File: src/sv/wsst_pkg.sv
`timescale 1ns / 1ps
`default_nettype none
package wsst_pkg;

    localparam int NUM_ENTRIES = 16;
    localparam int IDX_W       = (NUM_ENTRIES > 1) ? $clog2(NUM_ENTRIES) : 1;
    localparam int MIN_W       = 11;
    localparam int MIN_PER_HR  = 60;
    localparam int IN_W        = 48;
    localparam int OUT_W       = 8;
    localparam int QUEUE_DEPTH = 2;

    localparam logic OP_WRITE = 1'b0;
    localparam logic OP_TICK  = 1'b1;

    typedef struct packed {
        logic             is_tick;
        logic [3:0]       idx;
        logic [6:0]       mask;
        logic             one_shot;
        logic [MIN_W-1:0] start_min;
        logic [MIN_W-1:0] end_min;
        logic [2:0]       wd;
        logic [MIN_W-1:0] now_min;
    } t_cmd;

    typedef struct packed {
        logic busy;
        logic pend_v;
    } t_bk_stat;

    function automatic logic [MIN_W-1:0] to_minutes(input logic [4:0] h, input logic [5:0] m);
        to_minutes = MIN_W'(h) * MIN_W'(MIN_PER_HR) + MIN_W'(m);
    endfunction

endpackage
`default_nettype wire

File: src/sv/wsst_front.sv
`timescale 1ns / 1ps
`default_nettype none
module wsst_front (
    input  wire                        i_clk,
    input  wire                        i_rst_n,
    input  wire                        i_s_axis_tvalid,
    output logic                       o_s_axis_tready,
    input  wire [wsst_pkg::IN_W-1:0]   i_s_axis_tdata,
    input  wire                        i_s_axis_tuser,
    output logic                       o_q_valid,
    output wsst_pkg::t_cmd             o_q_cmd,
    input  wire                        i_q_pop
);

    wsst_pkg::t_cmd r_q [wsst_pkg::QUEUE_DEPTH];
    logic           r_wp;
    logic           r_rp;
    logic [1:0]     r_cnt;
    wsst_pkg::t_cmd in_cmd;
    logic           push;
    logic           pop;

    always_comb begin
        in_cmd.is_tick   = (i_s_axis_tuser == wsst_pkg::OP_TICK);
        in_cmd.idx       = i_s_axis_tdata[3:0];
        in_cmd.mask      = i_s_axis_tdata[10:4];
        in_cmd.one_shot  = i_s_axis_tdata[11];
        in_cmd.start_min = wsst_pkg::to_minutes(i_s_axis_tdata[16:12], i_s_axis_tdata[22:17]);
        in_cmd.end_min   = wsst_pkg::to_minutes(i_s_axis_tdata[27:23], i_s_axis_tdata[33:28]);
        in_cmd.wd        = i_s_axis_tdata[36:34];
        in_cmd.now_min   = wsst_pkg::to_minutes(i_s_axis_tdata[41:37], i_s_axis_tdata[47:42]);
    end

    assign o_s_axis_tready = (r_cnt != 2'(wsst_pkg::QUEUE_DEPTH));
    assign push            = i_s_axis_tvalid && o_s_axis_tready;
    assign o_q_valid       = (r_cnt != 2'd0);
    assign pop             = i_q_pop && o_q_valid;
    assign o_q_cmd         = r_q[r_rp];

    always_ff @(posedge i_clk) begin
        if (!i_rst_n) begin
            r_wp  <= 1'b0;
            r_rp  <= 1'b0;
            r_cnt <= 2'd0;
        end else begin
            if (push) r_wp <= ~r_wp;
            if (pop)  r_rp <= ~r_rp;
            r_cnt <= r_cnt + 2'(push) - 2'(pop);
        end
    end

    always_ff @(posedge i_clk) begin
        if (push) r_q[r_wp] <= in_cmd;
    end

endmodule
`default_nettype wire

File: src/sv/wsst_back.sv
`timescale 1ns / 1ps
`default_nettype none
module wsst_back (
    input  wire                        i_clk,
    input  wire                        i_rst_n,
    input  wire                        i_q_valid,
    input  wsst_pkg::t_cmd             i_q_cmd,
    output logic                       o_q_pop,
    output logic                       o_m_axis_tvalid,
    input  wire                        i_m_axis_tready,
    output logic [wsst_pkg::OUT_W-1:0] o_m_axis_tdata,
    output logic                       o_m_axis_tlast,
    output wsst_pkg::t_bk_stat         o_stat
);

    localparam int N  = wsst_pkg::NUM_ENTRIES;
    localparam int IW = wsst_pkg::IDX_W;
    localparam int MW = wsst_pkg::MIN_W;

    localparam logic [1:0] S_IDLE  = 2'd0;
    localparam logic [1:0] S_WALK  = 2'd1;
    localparam logic [1:0] S_FLUSH = 2'd2;

    logic          r_act   [N];
    logic          r_chan  [N];
    logic [6:0]    r_mask  [N];
    logic          r_one   [N];
    logic [MW-1:0] r_start [N];
    logic [MW-1:0] r_end   [N];

    logic [1:0]    r_state, n_state;
    logic [IW-1:0] r_ptr,   n_ptr;
    logic          r_pv,    n_pv;
    logic [IW-1:0] r_pidx,  n_pidx;
    logic          r_pon,   n_pon;
    logic          r_ov,    n_ov;
    logic [IW-1:0] r_oidx,  n_oidx;
    logic          r_oon,   n_oon;
    logic          r_olast, n_olast;
    logic [2:0]    r_wd;
    logic [MW-1:0] r_now;

    logic          wr;
    logic          upd;
    logic          latch;
    logic [IW-1:0] w_idx;
    logic [7:0]    mask_ext;
    logic          today;
    logic          ev_on;
    logic          ev_off;
    logic          ev;
    logic          out_free;

    assign w_idx    = IW'(i_q_cmd.idx);
    assign mask_ext = {1'b0, r_mask[r_ptr]};
    assign today    = r_act[r_ptr] && (r_one[r_ptr] || mask_ext[r_wd]);
    assign ev_on    = today && !r_chan[r_ptr] && (r_now >= r_start[r_ptr])
                      && (r_now < r_end[r_ptr]);
    assign ev_off   = today && r_chan[r_ptr] && (r_now > r_start[r_ptr])
                      && (r_now >= r_end[r_ptr]);
    assign ev       = ev_on || ev_off;
    assign out_free = !r_ov || i_m_axis_tready;

    always_comb begin
        n_state = r_state;
        n_ptr   = r_ptr;
        n_pv    = r_pv;
        n_pidx  = r_pidx;
        n_pon   = r_pon;
        n_ov    = r_ov && !i_m_axis_tready;
        n_oidx  = r_oidx;
        n_oon   = r_oon;
        n_olast = r_olast;
        o_q_pop = 1'b0;
        wr      = 1'b0;
        upd     = 1'b0;
        latch   = 1'b0;
        unique case (r_state)
            S_IDLE: begin
                if (i_q_valid) begin
                    o_q_pop = 1'b1;
                    if (i_q_cmd.is_tick) begin
                        latch   = 1'b1;
                        n_ptr   = '0;
                        n_pv    = 1'b0;
                        n_state = S_WALK;
                    end else begin
                        wr = (32'(i_q_cmd.idx) < N);
                    end
                end
            end
            S_WALK: begin
                if (!(ev && r_pv && !out_free)) begin
                    upd = 1'b1;
                    if (ev) begin
                        if (r_pv) begin
                            n_ov    = 1'b1;
                            n_oidx  = r_pidx;
                            n_oon   = r_pon;
                            n_olast = 1'b0;
                        end
                        n_pv   = 1'b1;
                        n_pidx = r_ptr;
                        n_pon  = ev_on;
                    end
                    if (r_ptr == IW'(N - 1)) begin
                        n_state = S_FLUSH;
                    end else begin
                        n_ptr = r_ptr + 1'b1;
                    end
                end
            end
            S_FLUSH: begin
                if (!r_pv) begin
                    n_state = S_IDLE;
                end else if (out_free) begin
                    n_ov    = 1'b1;
                    n_oidx  = r_pidx;
                    n_oon   = r_pon;
                    n_olast = 1'b1;
                    n_pv    = 1'b0;
                    n_state = S_IDLE;
                end
            end
            default: begin
                n_state = S_IDLE;
            end
        endcase
    end

    always_ff @(posedge i_clk) begin
        if (!i_rst_n) begin
            r_state <= S_IDLE;
            r_pv    <= 1'b0;
            r_ov    <= 1'b0;
            for (int i = 0; i < N; i++) begin
                r_act[i]  <= 1'b0;
                r_chan[i] <= 1'b0;
            end
        end else begin
            r_state <= n_state;
            r_pv    <= n_pv;
            r_ov    <= n_ov;
            if (wr) begin
                r_act[w_idx]  <= 1'b1;
                r_chan[w_idx] <= 1'b0;
            end else if (upd && ev) begin
                r_chan[r_ptr] <= ev_on;
                if (ev_off && r_one[r_ptr]) r_act[r_ptr] <= 1'b0;
            end
        end
    end

    always_ff @(posedge i_clk) begin
        r_ptr   <= n_ptr;
        r_pidx  <= n_pidx;
        r_pon   <= n_pon;
        r_oidx  <= n_oidx;
        r_oon   <= n_oon;
        r_olast <= n_olast;
        if (latch) begin
            r_wd  <= i_q_cmd.wd;
            r_now <= i_q_cmd.now_min;
        end
        if (wr) begin
            r_mask[w_idx]  <= i_q_cmd.mask;
            r_one[w_idx]   <= i_q_cmd.one_shot;
            r_start[w_idx] <= i_q_cmd.start_min;
            r_end[w_idx]   <= i_q_cmd.end_min;
        end
    end

    assign o_m_axis_tvalid = r_ov;
    assign o_m_axis_tdata  = {3'b000, r_oon, 4'(r_oidx)};
    assign o_m_axis_tlast  = r_olast;
    assign o_stat.busy     = (r_state != S_IDLE);
    assign o_stat.pend_v   = r_pv;

endmodule
`default_nettype wire

File: src/sv/weekly_schedule_switch_table.sv
`timescale 1ns / 1ps
`default_nettype none
// Switch schedule table with 16 entries. A write transfer (tuser 0) loads one
// entry. A tick transfer (tuser 1) walks every entry, one per cycle unless the
// result side stalls, over the table's single read port; its events leave in
// index order, the final one with tlast set, and a tick that switches nothing
// gives no transfer. A two-deep queue in front accepts new transfers while a
// tick is still being walked.
module weekly_schedule_switch_table (
    input  wire                        i_clk,
    input  wire                        i_rst_n,
    input  wire                        i_s_axis_tvalid,
    output logic                       o_s_axis_tready,
    // entry_index, weekday_mask, one_shot, start_hour, start_minute,
    // end_hour, end_minute, now_weekday, now_hour, now_minute
    input  wire [wsst_pkg::IN_W-1:0]   i_s_axis_tdata,
    // operation
    input  wire                        i_s_axis_tuser,
    output logic                       o_m_axis_tvalid,
    input  wire                        i_m_axis_tready,
    // switched_entry, switch_on, zero fill
    output logic [wsst_pkg::OUT_W-1:0] o_m_axis_tdata,
    output logic                       o_m_axis_tlast
);

    logic               q_valid;
    wsst_pkg::t_cmd     q_cmd;
    logic               q_pop;
    wsst_pkg::t_bk_stat bk_stat;

    wsst_front u_front (
        .i_clk           (i_clk),
        .i_rst_n         (i_rst_n),
        .i_s_axis_tvalid (i_s_axis_tvalid),
        .o_s_axis_tready (o_s_axis_tready),
        .i_s_axis_tdata  (i_s_axis_tdata),
        .i_s_axis_tuser  (i_s_axis_tuser),
        .o_q_valid       (q_valid),
        .o_q_cmd         (q_cmd),
        .i_q_pop         (q_pop)
    );

    wsst_back u_back (
        .i_clk           (i_clk),
        .i_rst_n         (i_rst_n),
        .i_q_valid       (q_valid),
        .i_q_cmd         (q_cmd),
        .o_q_pop         (q_pop),
        .o_m_axis_tvalid (o_m_axis_tvalid),
        .i_m_axis_tready (i_m_axis_tready),
        .o_m_axis_tdata  (o_m_axis_tdata),
        .o_m_axis_tlast  (o_m_axis_tlast),
        .o_stat          (bk_stat)
    );

    a_fill_zero: assert property (@(posedge i_clk) disable iff (!i_rst_n)
        o_m_axis_tvalid |-> (o_m_axis_tdata[7:5] == 3'b000))
        else $error("output fill bits not zero");

    a_more_follows: assert property (@(posedge i_clk) disable iff (!i_rst_n)
        (o_m_axis_tvalid && !o_m_axis_tlast) |-> (bk_stat.busy && bk_stat.pend_v))
        else $error("non-final event without a held event behind it");

    a_idle_empty: assert property (@(posedge i_clk) disable iff (!i_rst_n)
        !bk_stat.busy |-> !bk_stat.pend_v)
        else $error("held event left after tick walk");

    a_no_pop_busy: assert property (@(posedge i_clk) disable iff (!i_rst_n)
        (bk_stat.busy && $past(bk_stat.busy)) |-> !q_pop)
        else $error("queue popped during tick walk");

endmodule
`default_nettype wire
File: config.mk
export PLATFORM = sky130hd
export DESIGN_NAME = weekly_schedule_switch_table
export DESIGN_NICKNAME = d
export VERILOG_FILES = /design/src/sv/wsst_pkg.sv /design/src/sv/wsst_front.sv /design/src/sv/wsst_back.sv /design/src/sv/weekly_schedule_switch_table.sv
export SDC_FILE = /design/constraint.sdc
export NUM_CORES = 1
export LEC_CHECK = 0
export BUFFER_PORTS_ARGS = -buffer_cell sky130_fd_sc_hd__buf_2
export CORE_ASPECT_RATIO = 0.75
export CORE_UTILIZATION = 51
export CTS_BUF_LIST = sky130_fd_sc_hd__clkbuf_2 sky130_fd_sc_hd__clkbuf_4 sky130_fd_sc_hd__clkbuf_8
export DETAILED_ROUTE_END_ITERATION = 10
export GPL_TIMING_DRIVEN = 0
export MAX_ROUTING_LAYER = met4
export PLACE_DENSITY_LB_ADDON = 0.08
export SYNTH_ARGS = -nofsm -noshare
export SYNTH_HDL_FRONTEND = slang
export SYNTH_SLANG_ARGS = --single-unit
File: constraint.sdc
create_clock -name i_clk -period 5 [get_ports i_clk]
set_input_delay 0.25 -clock i_clk [delete_from_list [all_inputs] [get_ports i_clk]]
set_output_delay 0.25 -clock i_clk [all_outputs]
set_load 0.005 [all_outputs]
# --- Word level (Yosys, flattened, before mapping) ---
# Memory sizes are Yosys's and may differ from the RTL's. A register that Yosys moved wholly into a read port is not among the register bits.
# Index checks and enable logic that the tools add are counted.
# W data, S select, Z words.
totals:
  elab_cells: 178
  ff_bits: 37
  input_bits: 53
  ram_bits: 610
  memories: 7
op_classes:
  reduce_logical: 35
  n_eq_ne: 14
  n_lt_le_gt_ge: 5
  n_addsub: 6
  multipliers: 3
  n_bitwise: 3
  n_mux: 91
memory_table:
  columns: ["name", "words", "width", "read_ports", "rd_clocked_by_memory_dff", "write_ports", "line", "source"]
  rows:
  - ["u_back.r_end", 16, 11, 1, 1, 1, "wsst_back.sv:29", "logic [MW-1:0] r_end [N];"]
  - ["u_back.r_start", 16, 11, 1, 1, 1, "wsst_back.sv:28", "logic [MW-1:0] r_start [N];"]
  - ["u_back.r_mask", 16, 7, 1, 1, 1, "wsst_back.sv:26", "logic [6:0] r_mask [N];"]
  - ["u_front.r_q", 2, 49, 1, 1, 1, "wsst_front.sv:15", "wsst_pkg::t_cmd r_q [wsst_pkg::QUEUE_DEPTH];"]
  - ["u_back.r_act", 16, 1, 1, 1, 16, "wsst_back.sv:24", "logic r_act [N];"]
  - ["u_back.r_chan", 16, 1, 1, 1, 16, "wsst_back.sv:25", "logic r_chan [N];"]
  - ["+1 memories", null, null, null, null, null, null, null]
ops:
  columns: ["operator", "count"]
  rows:
  - ["$mux W4", 19]
  - ["$mux W1", 58]
  - ["$add A11 B6 Y11", 3]
  - ["$mul A5 B4 Y9 const B", 3]
  - ["$ge A11 B11 Y1", 2]
  - ["$pmux W4 S2", 2]
  - ["$reduce_and A5 Y1", 3]
  - ["$logic_and A1 B1 Y1", 14]
  - ["$mux W2", 6]
  - ["$gt A11 B11 Y1", 1]
  - ["$lt A11 B11 Y1", 1]
  - ["$ne A2 B1 Y1 const B", 5]
  - ["$ne A2 B2 Y1 const B", 5]
  - ["$pmux W1 S2", 3]
  - ["$pmux W2 S3", 1]
  - ["$reduce_and A6 Y1", 1]
  - ["$reduce_bool A2 Y1", 3]
  - ["$add A4 B1 Y4 const B", 1]
  - ["$eq A4 B4 Y1 const B", 1]
  - ["$logic_not A1 Y1", 4]
  - ["$lt A3 B4 Y1 const B", 1]
  - ["$reduce_or A1 Y1", 4]
  - ["$bmux W1 S3", 1]
  - ["$logic_or A1 B1 Y1", 3]
  - ["10 further kinds", 12]

# --- Logic depth before layout (Yosys ltp) ---
# Gate-level depths: netlist of the first run.
depth:
  depth_word: 19
  ltp_mapped: 20
  depth_no_buf: 12

# --- Hierarchy ---
# A second synthesis of the first run with hierarchy kept.
hier_totals:
  hier_cells: 1588
  area_unflattened_um2: 28338.4
modules_own_cells:
  columns: ["mod", "area_each_um2", "seq_area_each_um2", "cells_each", "n_inst"]
  rows:
  - ["wsst_back", 22313.9, 16085.4, 1154, 1]
  - ["wsst_front", 6024.5, 3042.9, 434, 1]

# --- Worst setup path after synthesis of the first run ---
# No wires, ideal clock.
synth_timing:
  path_type: "register to register"
  from: "register (tool-made name)"
  to: "memory u_back.r_chan[11]"
  synth_period_minus_slack_ns: 5.143
  stages_incl_launch_ff: 21
  t_arrival_ns: 5.021
  t_required_ns: 4.878
  slack_ns: -0.143
  cell_sequence: "dfxtp_1 -> buf_6 -> buf_6 -> buf_6 -> buf_2 -> buf_1 -> buf_2 -> mux4_2 -> mux4_2 -> inv_1 -> ha_1 -> a211o_1 -> a21oi_1 -> a311oi_1 -> o21ai_0 -> o221ai_2 -> or3b_1 -> buf_6 -> buf_6 -> o2111a_1 -> a221o_1"
synth_rtl:
  columns: ["item", "line"]
  rows:
  - ["end: declaration", "wsst_back.sv:25"]

==> impl_results.md, run 1 <==
* Outcome: complete, no violations
* Fill count at 3,926
* Post-layout minimum cycle time at 4779 ps
* DRT Pass-1 Iters at 5
* Synth unique cells at 74
* Total CTS buffers at 100
* First-pass GRT wire length at 97,880 um
* DRC at 0
* Core area at 0.05362 mm^2
* # clock sinks at around 650
* Chip width at 272.5 um
* GR Overflow Total at 0
* Max Cap Viol at 0
* Final hold vios at 0
* Crit start category: flop
* GRT Total Usage at 0.2540
* Site row count at 73
* Top cell type by total area after synthesis: edfxtp_1
* Top_reg_cell synth: edfxtp_1
* Worst setup EP type: flop
* Power, Total at 17.38 mW
* Ranking of synthesized cells by area: edfxtp_1 (65%), mux4_2 (10%), ha_1 (3.4%), dfxtp_1 (3.2%), mux2_2 (2.1%)
* Initial drt markers at 1,652
* Ys async rst share at 0
* Worst-Skew Late Latency at 730 ps
* Max clock buf depth at 3
* Critical path class: reg2reg
* CTS root buf: clkbuf_8
* Area share of the largest cell type after synthesis at 0.6512
* Vias at 14,940
* Final Max Slew Viols at 0
* Largest net degree at the start of global routing at 50
* Routed length per instance at about 26 um
* Via-per-instance ratio at 5.912
* H-tree depth at 3
* Buffers added on ports at 60
* Antenna diodes at 0
* Placer congestion estimate at 0.8957
* Fmax at 209.3 MHz
* Final setup fails at 0
* Leading cell type by number of instances after synthesis: edfxtp_1
* Setup ws final at 221.0 ps
* Area grow syn2layout at 15.80%
* Cell count after synthesis at between 1,500 and 2,000
* HPWL Detailed at 43,250 um
* Worst slew margin at 0.1993
* Pwr per Cell Area at 536.1 mW/mm^2
* Req. time, crit path at ~5600 ps
* Leakage power at 11.17 nW
* Share of cells above drive strength 1 at 0.2931
* Worst Path Arrival at between 5000 and 6000 ps
* Setup WS pre-CTS at -1478 ps
* Vias in the first global route at 15,170
* Synth Cell Area at 0.02799 mm^2
* Synth Warn # at 0
* Cell Area, Placed at around 0.030 mm^2
* Initial Utilization at 0.5221
* Fin crit share at 0.9558
* Final Util at 0.6046
* Number of flops mapped to enable cells by yosys at 607
* Synthesis-stage register bit count at ~650
* Total wire length at 66,260 um
* CTS tree: built
* Slew @ Worst Pin at 1197 ps
* Antenna-violating nets left at 0
* I/O Pins at 64
* # nets final at 1,889
* CP max FO at 14
* Clock slew at reported path FFs at 60 ps
* Fin area at 0.03241 mm^2
* Synth cell count leaders: edfxtp_1 (607), mux4_2 (130), inv_1 (84), ha_1 (77), nor2_1 (58)
* Initial antenna violation count at 0
* Maximum vdd drop at roughly 0.00026 V
* RSZ-0062 raised after global routing: false
* Mapped Avg Cell Area at 18.49 um^2
* Register area share after synthesis at 0.6834
* TNS Setup at 0 ps
* Hold WC Path Type: in2reg
* Die area at 0.05583 mm^2
* Clk_skew at 42.73 ps
* Die Y at around 200 um
[cells in the final DEF (no fill, tap or decap), drive strengths merged, types with 13 or more instances in the layout]
cell and count:
xnor2 22, dfxtp 45, nand2 51, inv 86, mux2i 19, edfxtp 607, mux4 147, ha 77
mux2 52, nand3 14, clkbuf 181, buf 110, o2111a 13, fa 24, dlygate4sd3 34, o21ai 13
clkinv 26, a21oi 47, xor2 19, nor2 58, a221o 13
[state kept, by name, indices dropped and copies added, names as in the netlist, 4 cells and up, named ones only]
register        count
u_back.r_oidx       4
u_back.r_mask     112
u_back.r_pidx       4
u_back.r_one       16
u_back.r_chan      16
u_back.r_end      176
u_front.r_q        98
u_back.r_now       11
u_back.r_start    176
u_back.r_act       16
u_back.r_ptr        4
[layer usage]
metal	global-route usage	vias up	wire, um
met5	-	-	0
met1	0.3717	7739	30340
li1	-	6505	-
met2	0.3589	593	29260
met3	0.06248	102	5474
met4	0.06160	0	1194
[timing repair]
item                       in CTS  in global routing
buffers inserted                4                  2
resized for setup              70                 15
hold endpoints to repair       60                  0
hold buffers                   34                  0
setup endpoints to repair      56                 33
cloned                          0                  1
pin swaps                       3                  3
[where the power goes]
part | internal [mW] | total [mW] | switching, mW
clock | 2.44 | 4.52 | 2.07
sequential | 6.87 | 7.03 | 0.165
combinational | 2.42 | 5.83 | 3.41
total | 11.7 | 17.4 | 5.65
[path summary, 6_finish.rpt]
kind                 startpoint            endpoint  slack, ps  cells after the start
min          i_s_axis_tdata[21]  u_front.r_q[1][29]         50                      3
min reg2reg        u_back.r_pon        u_back.r_oon        420                      0
max                        flop    u_back.r_chan[3]        220                     18
max reg2reg                flop    u_back.r_chan[3]        220                     18
[critical path: stages (launching register included)]
cell and delay (ps):
dfxtp_1 360, buf_12 180, buf_16 190, buf_12 180, buf_12 180, mux4_2 520
mux4_2 530, inv_1 80, ha_1 250, a211o_1 270, a21oi_1 140, a311oi_2 160
o21ai_1 190, o221ai_2 140, or3b_1 400, buf_6 160, buf_6 150, o2111a_1 240
a221o_1 280
[area by class of cell]
type                            instances  area, um^2  area share
Buffer                                 57       524.3     0.01617
Clock buffer                          147        1779     0.05489
Clock inverter                         35       270.3    0.008338
Inverter                               85       322.8    0.009959
Multi-Input combinational cell        718        8334      0.2571
Sequential cell                       652       19130      0.5901
Tap cell                              712       890.9     0.02748
Timing Repair Buffer                  121        1164     0.03590
[cell families after synthesis]
| logic type | count (synthesis) | share of synthesized area |
|---|---|---|
| compound gates | 167 | 0.04457 |
| xor+xnor | 41 | 0.01283 |
| fa+ha+maj | 101 | 0.05158 |
| buf+inv | 146 | 0.02691 |
| flops | 652 | 0.6834 |
| mux | 218 | 0.1483 |
| other cells | 1 | 0.0001340 |
| simple gates | 188 | 0.03232 |
[metrics by stage]
step	hold slack, ps	instances
after floorplan	348.9	1516
after global placement	400.4	2288
after detailed placement	405.6	2308
after CTS	10.28	2526
after global routing	51.45	2527
final	53.32	2527
Note: power is estimated with default switching activity, not from simulation.
==> inputs of run 2 (changes only) <==
Settings changed: CORE_ASPECT_RATIO 0.75 to not set.
==> run 2 against run 1 <==
Against the previous run:
- combinational power down 5.3%
- non-clock buffer count is 7 lower
- core utilization is 0.87 points lower
- clock skew is 9.9 ps lower
- setup slack worse by 59 ps
- largest cell class unchanged
- first-iteration DRC count shrank 25%
- design area decreased by 0.68%
- register-to-register slack worse by 60 ps
==> impl_results.md, run 2 (same netlist as run 1, synthesis figures left out) <==
* Via-per-instance ratio at 5.841 (-1.2%)
* Fill count at 4,099 (+4.4%)
* Initial antenna violation count at 1 (+1)
* Maximum vdd drop at 0.0002729 V (+3.0%)
* Clock network fraction of total power at 0.263 (+0.003)
* Total CTS buffers at 105 (+5.0%)
* Req. time, crit path at 5570 ps (-30 ps)
* Total wire length at 63,640 um (-4.0%)
* H-tree depth at 3 (unchanged)
* GRT Total Usage at 0.2415 (-0.01253)
* Worst slew margin at 0.2163 (+0.01706)
* Die Y at 236.3 um (+15%)
* Top flop regs: u_back.r_end (176), u_back.r_start (176), u_back.r_mask (112)
* Setup WS pre-CTS at -1573 ps (-95.53 ps)
* Share of cells above drive strength 1 at 0.2852 (-0.007950)
* Worst-Skew Late Latency at 710 ps (-20 ps)
* Final hold slack at 59.10 ps (+5.786 ps)
* Worst Path Arrival at 5410 ps (+30 ps)
* Cell Area, Placed at 0.02969 mm^2 (-0.30%)
* Area grow syn2layout at 15.02%
* Final Max Slew Viols at 0 (unchanged)
* Most common cell after layout, fill and taps aside: edfxtp_1
* Placed insts at 2,291 (-0.74%)
* Fin area at 0.03219 mm^2 (-0.68%)
* Post-layout minimum cycle time at 4838 ps (+58.84 ps)
* Part of the power in registers at 0.412 (+0.007)
* Leakage power at 11.11 nW (-0.59%)
* Hold WC Path Type: in2reg
* Die area at 0.05582 mm^2 (about the same)
* I/O Pins at 64 (unchanged)
* DRC at 0 (unchanged)
* Combinational fraction of design power at 0.324 (-0.011)
* Vias at 14,660 (-1.9%)
* Post-Layout Cell Count at 2,510 (-0.67%)
* Clk_skew at 32.79 ps (-9.941 ps)
* Initial Utilization at 0.5181 (-0.003978)
* Chip width at 236.3 um (-13%)
* Antenna-violating nets left at 0 (unchanged)
* First-pass GRT wire length at 94,500 um (-3.4%)
* DRT Pass-1 Iters at 5 (unchanged)
* Routed length per instance at 25.35 um (-3.3%)
* Largest net degree at the start of global routing at 29 (-42%)
* CTS root buf: clkbuf_8
* HPWL Detailed at 41,510 um (-4.0%)
* Setup ws final at 162.2 ps (-58.84 ps)
* Vias in the first global route at 15,150 (-0.11%)
* Max Cap Viol at 0 (unchanged)
* Internal Power at 11.62 mW (-0.96%)
* Buffers added on ports at 60 (unchanged)
* # clock sinks at 652 (unchanged)
* Fmax at 206.7 MHz (-1.2%)
* Max clock buf depth at 3 (unchanged)
* Slew @ Worst Pin at 1176 ps (-21.18 ps)
* Site row count at 85 (+16%)
* Net Sw Frac at 0.3176 (-0.007497)
* GR Overflow Total at 0 (unchanged)
* Most frequent cells in the layout: edfxtp_1 (607), mux4_2 (130), clkbuf_8 (117), inv_1 (84), ha_1 (77)
* CTS tree: built
* Final hold vios at 0 (unchanged)
* P_sw at 5.405 mW (-4.3%)
* Fin crit share at 0.9676 (+0.01177)
* Clock slew at reported path FFs at 60 ps (about the same)
* CP max FO at 19 (+5)
* Core area at 0.05403 mm^2 (+0.77%)
* Outcome: complete, no violations
* Initial drt markers at 1,245 (-25%)
* Critical path class: reg2reg
* Placer congestion estimate at 0.8743 (-2.4%)
* Pwr per Cell Area at 528.7 mW/mm^2 (-1.4%)
* Crit start category: flop
* R2R Setup Slk at 160 ps (-60 ps)
* RSZ-0062 raised after global routing: false
* # nets final at 1,887 (-0.11%)
* Final setup fails at 0 (unchanged)
* Worst setup EP type: flop
## run 2: cell types whose count changed in the layout (fill, tap and decap cells not counted), sizes merged
cell / delta
buf: -7
clkbuf: +3
clkinv: +3
clkinvlp: -2
diode: +1
dlygate4sd3: -1
inv: +2
## run 2: power groups by stage
stage	clock (mW)	sequential (mW)	combinational (mW)
3_3_place_gp	0	7.14	5.25
2_1_floorplan	0	7.08	3.71
6_report	4.48	7.02	5.52
5_1_grt	4.80	7.05	5.94
3_5_place_dp	0	7.13	5.43
4_1_cts	4.57	7.02	5.55
## run 2: final timing paths
| path | from | to | depth (start not counted) |
|---|---|---|---|
| setup / recovery | flop | u_back.r_chan[7] | 17 |
| hold / removal | i_s_axis_tdata[32] | u_front.r_q[1][18] | 3 |
| setup reg to reg | flop | u_back.r_chan[7] | 17 |
| hold reg to reg | u_back.r_pon | u_back.r_oon | 0 |
## run 2: repair_timing
| action | CTS | global route |
|---|---|---|
| setup buffers | 1 | 0 |
| resized for setup | 60 | 13 |
| hold endpoints to repair | 59 | 0 |
| hold buffers | 33 | 0 |
| endpoints found under the setup margin | 56 | 22 |
## run 2: per-stage QoR
stage / total power, mW / setup TNS, ps / utilization
after floorplan: 10.79 / 0 / -
final: 17.02 / 0 / 0.5959
after global placement: 12.39 / -260070 / 0.5399
after detailed placement: 12.56 / -59490 / 0.5495
after CTS: 17.14 / 0 / 0.5953
after global routing: 17.79 / 0 / 0.5959
## run 2: metal layers
metal,track usage,wire [um],up-vias
li1,-,-,6511
met1,0.3195,27560,7641
met2,0.3904,31720,417
met3,0.03920,3136,93
met4,0.06651,1215,0
met5,-,0,-
## run 2: area by class of cell
cell class	count	area, um^2	share of cell area
Sequential cell	652	19130	0.5942
Multi-Input combinational cell	718	8285	0.2574
Clock buffer	149	1788	0.05554
Timing Repair Buffer	113	1018	0.03164
Tap cell	696	870.8	0.02705
Buffer	58	524.3	0.01628
Inverter	85	319.1	0.009911
Clock inverter	38	256.5	0.007967
Antenna cell	1	2.502	0.00007773
## run 2: critical path, stage by stage (launching register included)
cell,delay (ps)
dfxtp_1,360
buf_12,110
buf_12,180
buf_12,190
buf_4,260
mux4_2,530
mux4_2,530
ha_1,210
nand2b_1,140
a211oi_1,250
o41ai_1,100
a21oi_1,390
o221ai_2,240
or3b_1,400
buf_6,150
buf_6,140
o2111a_1,240
a221o_1,260
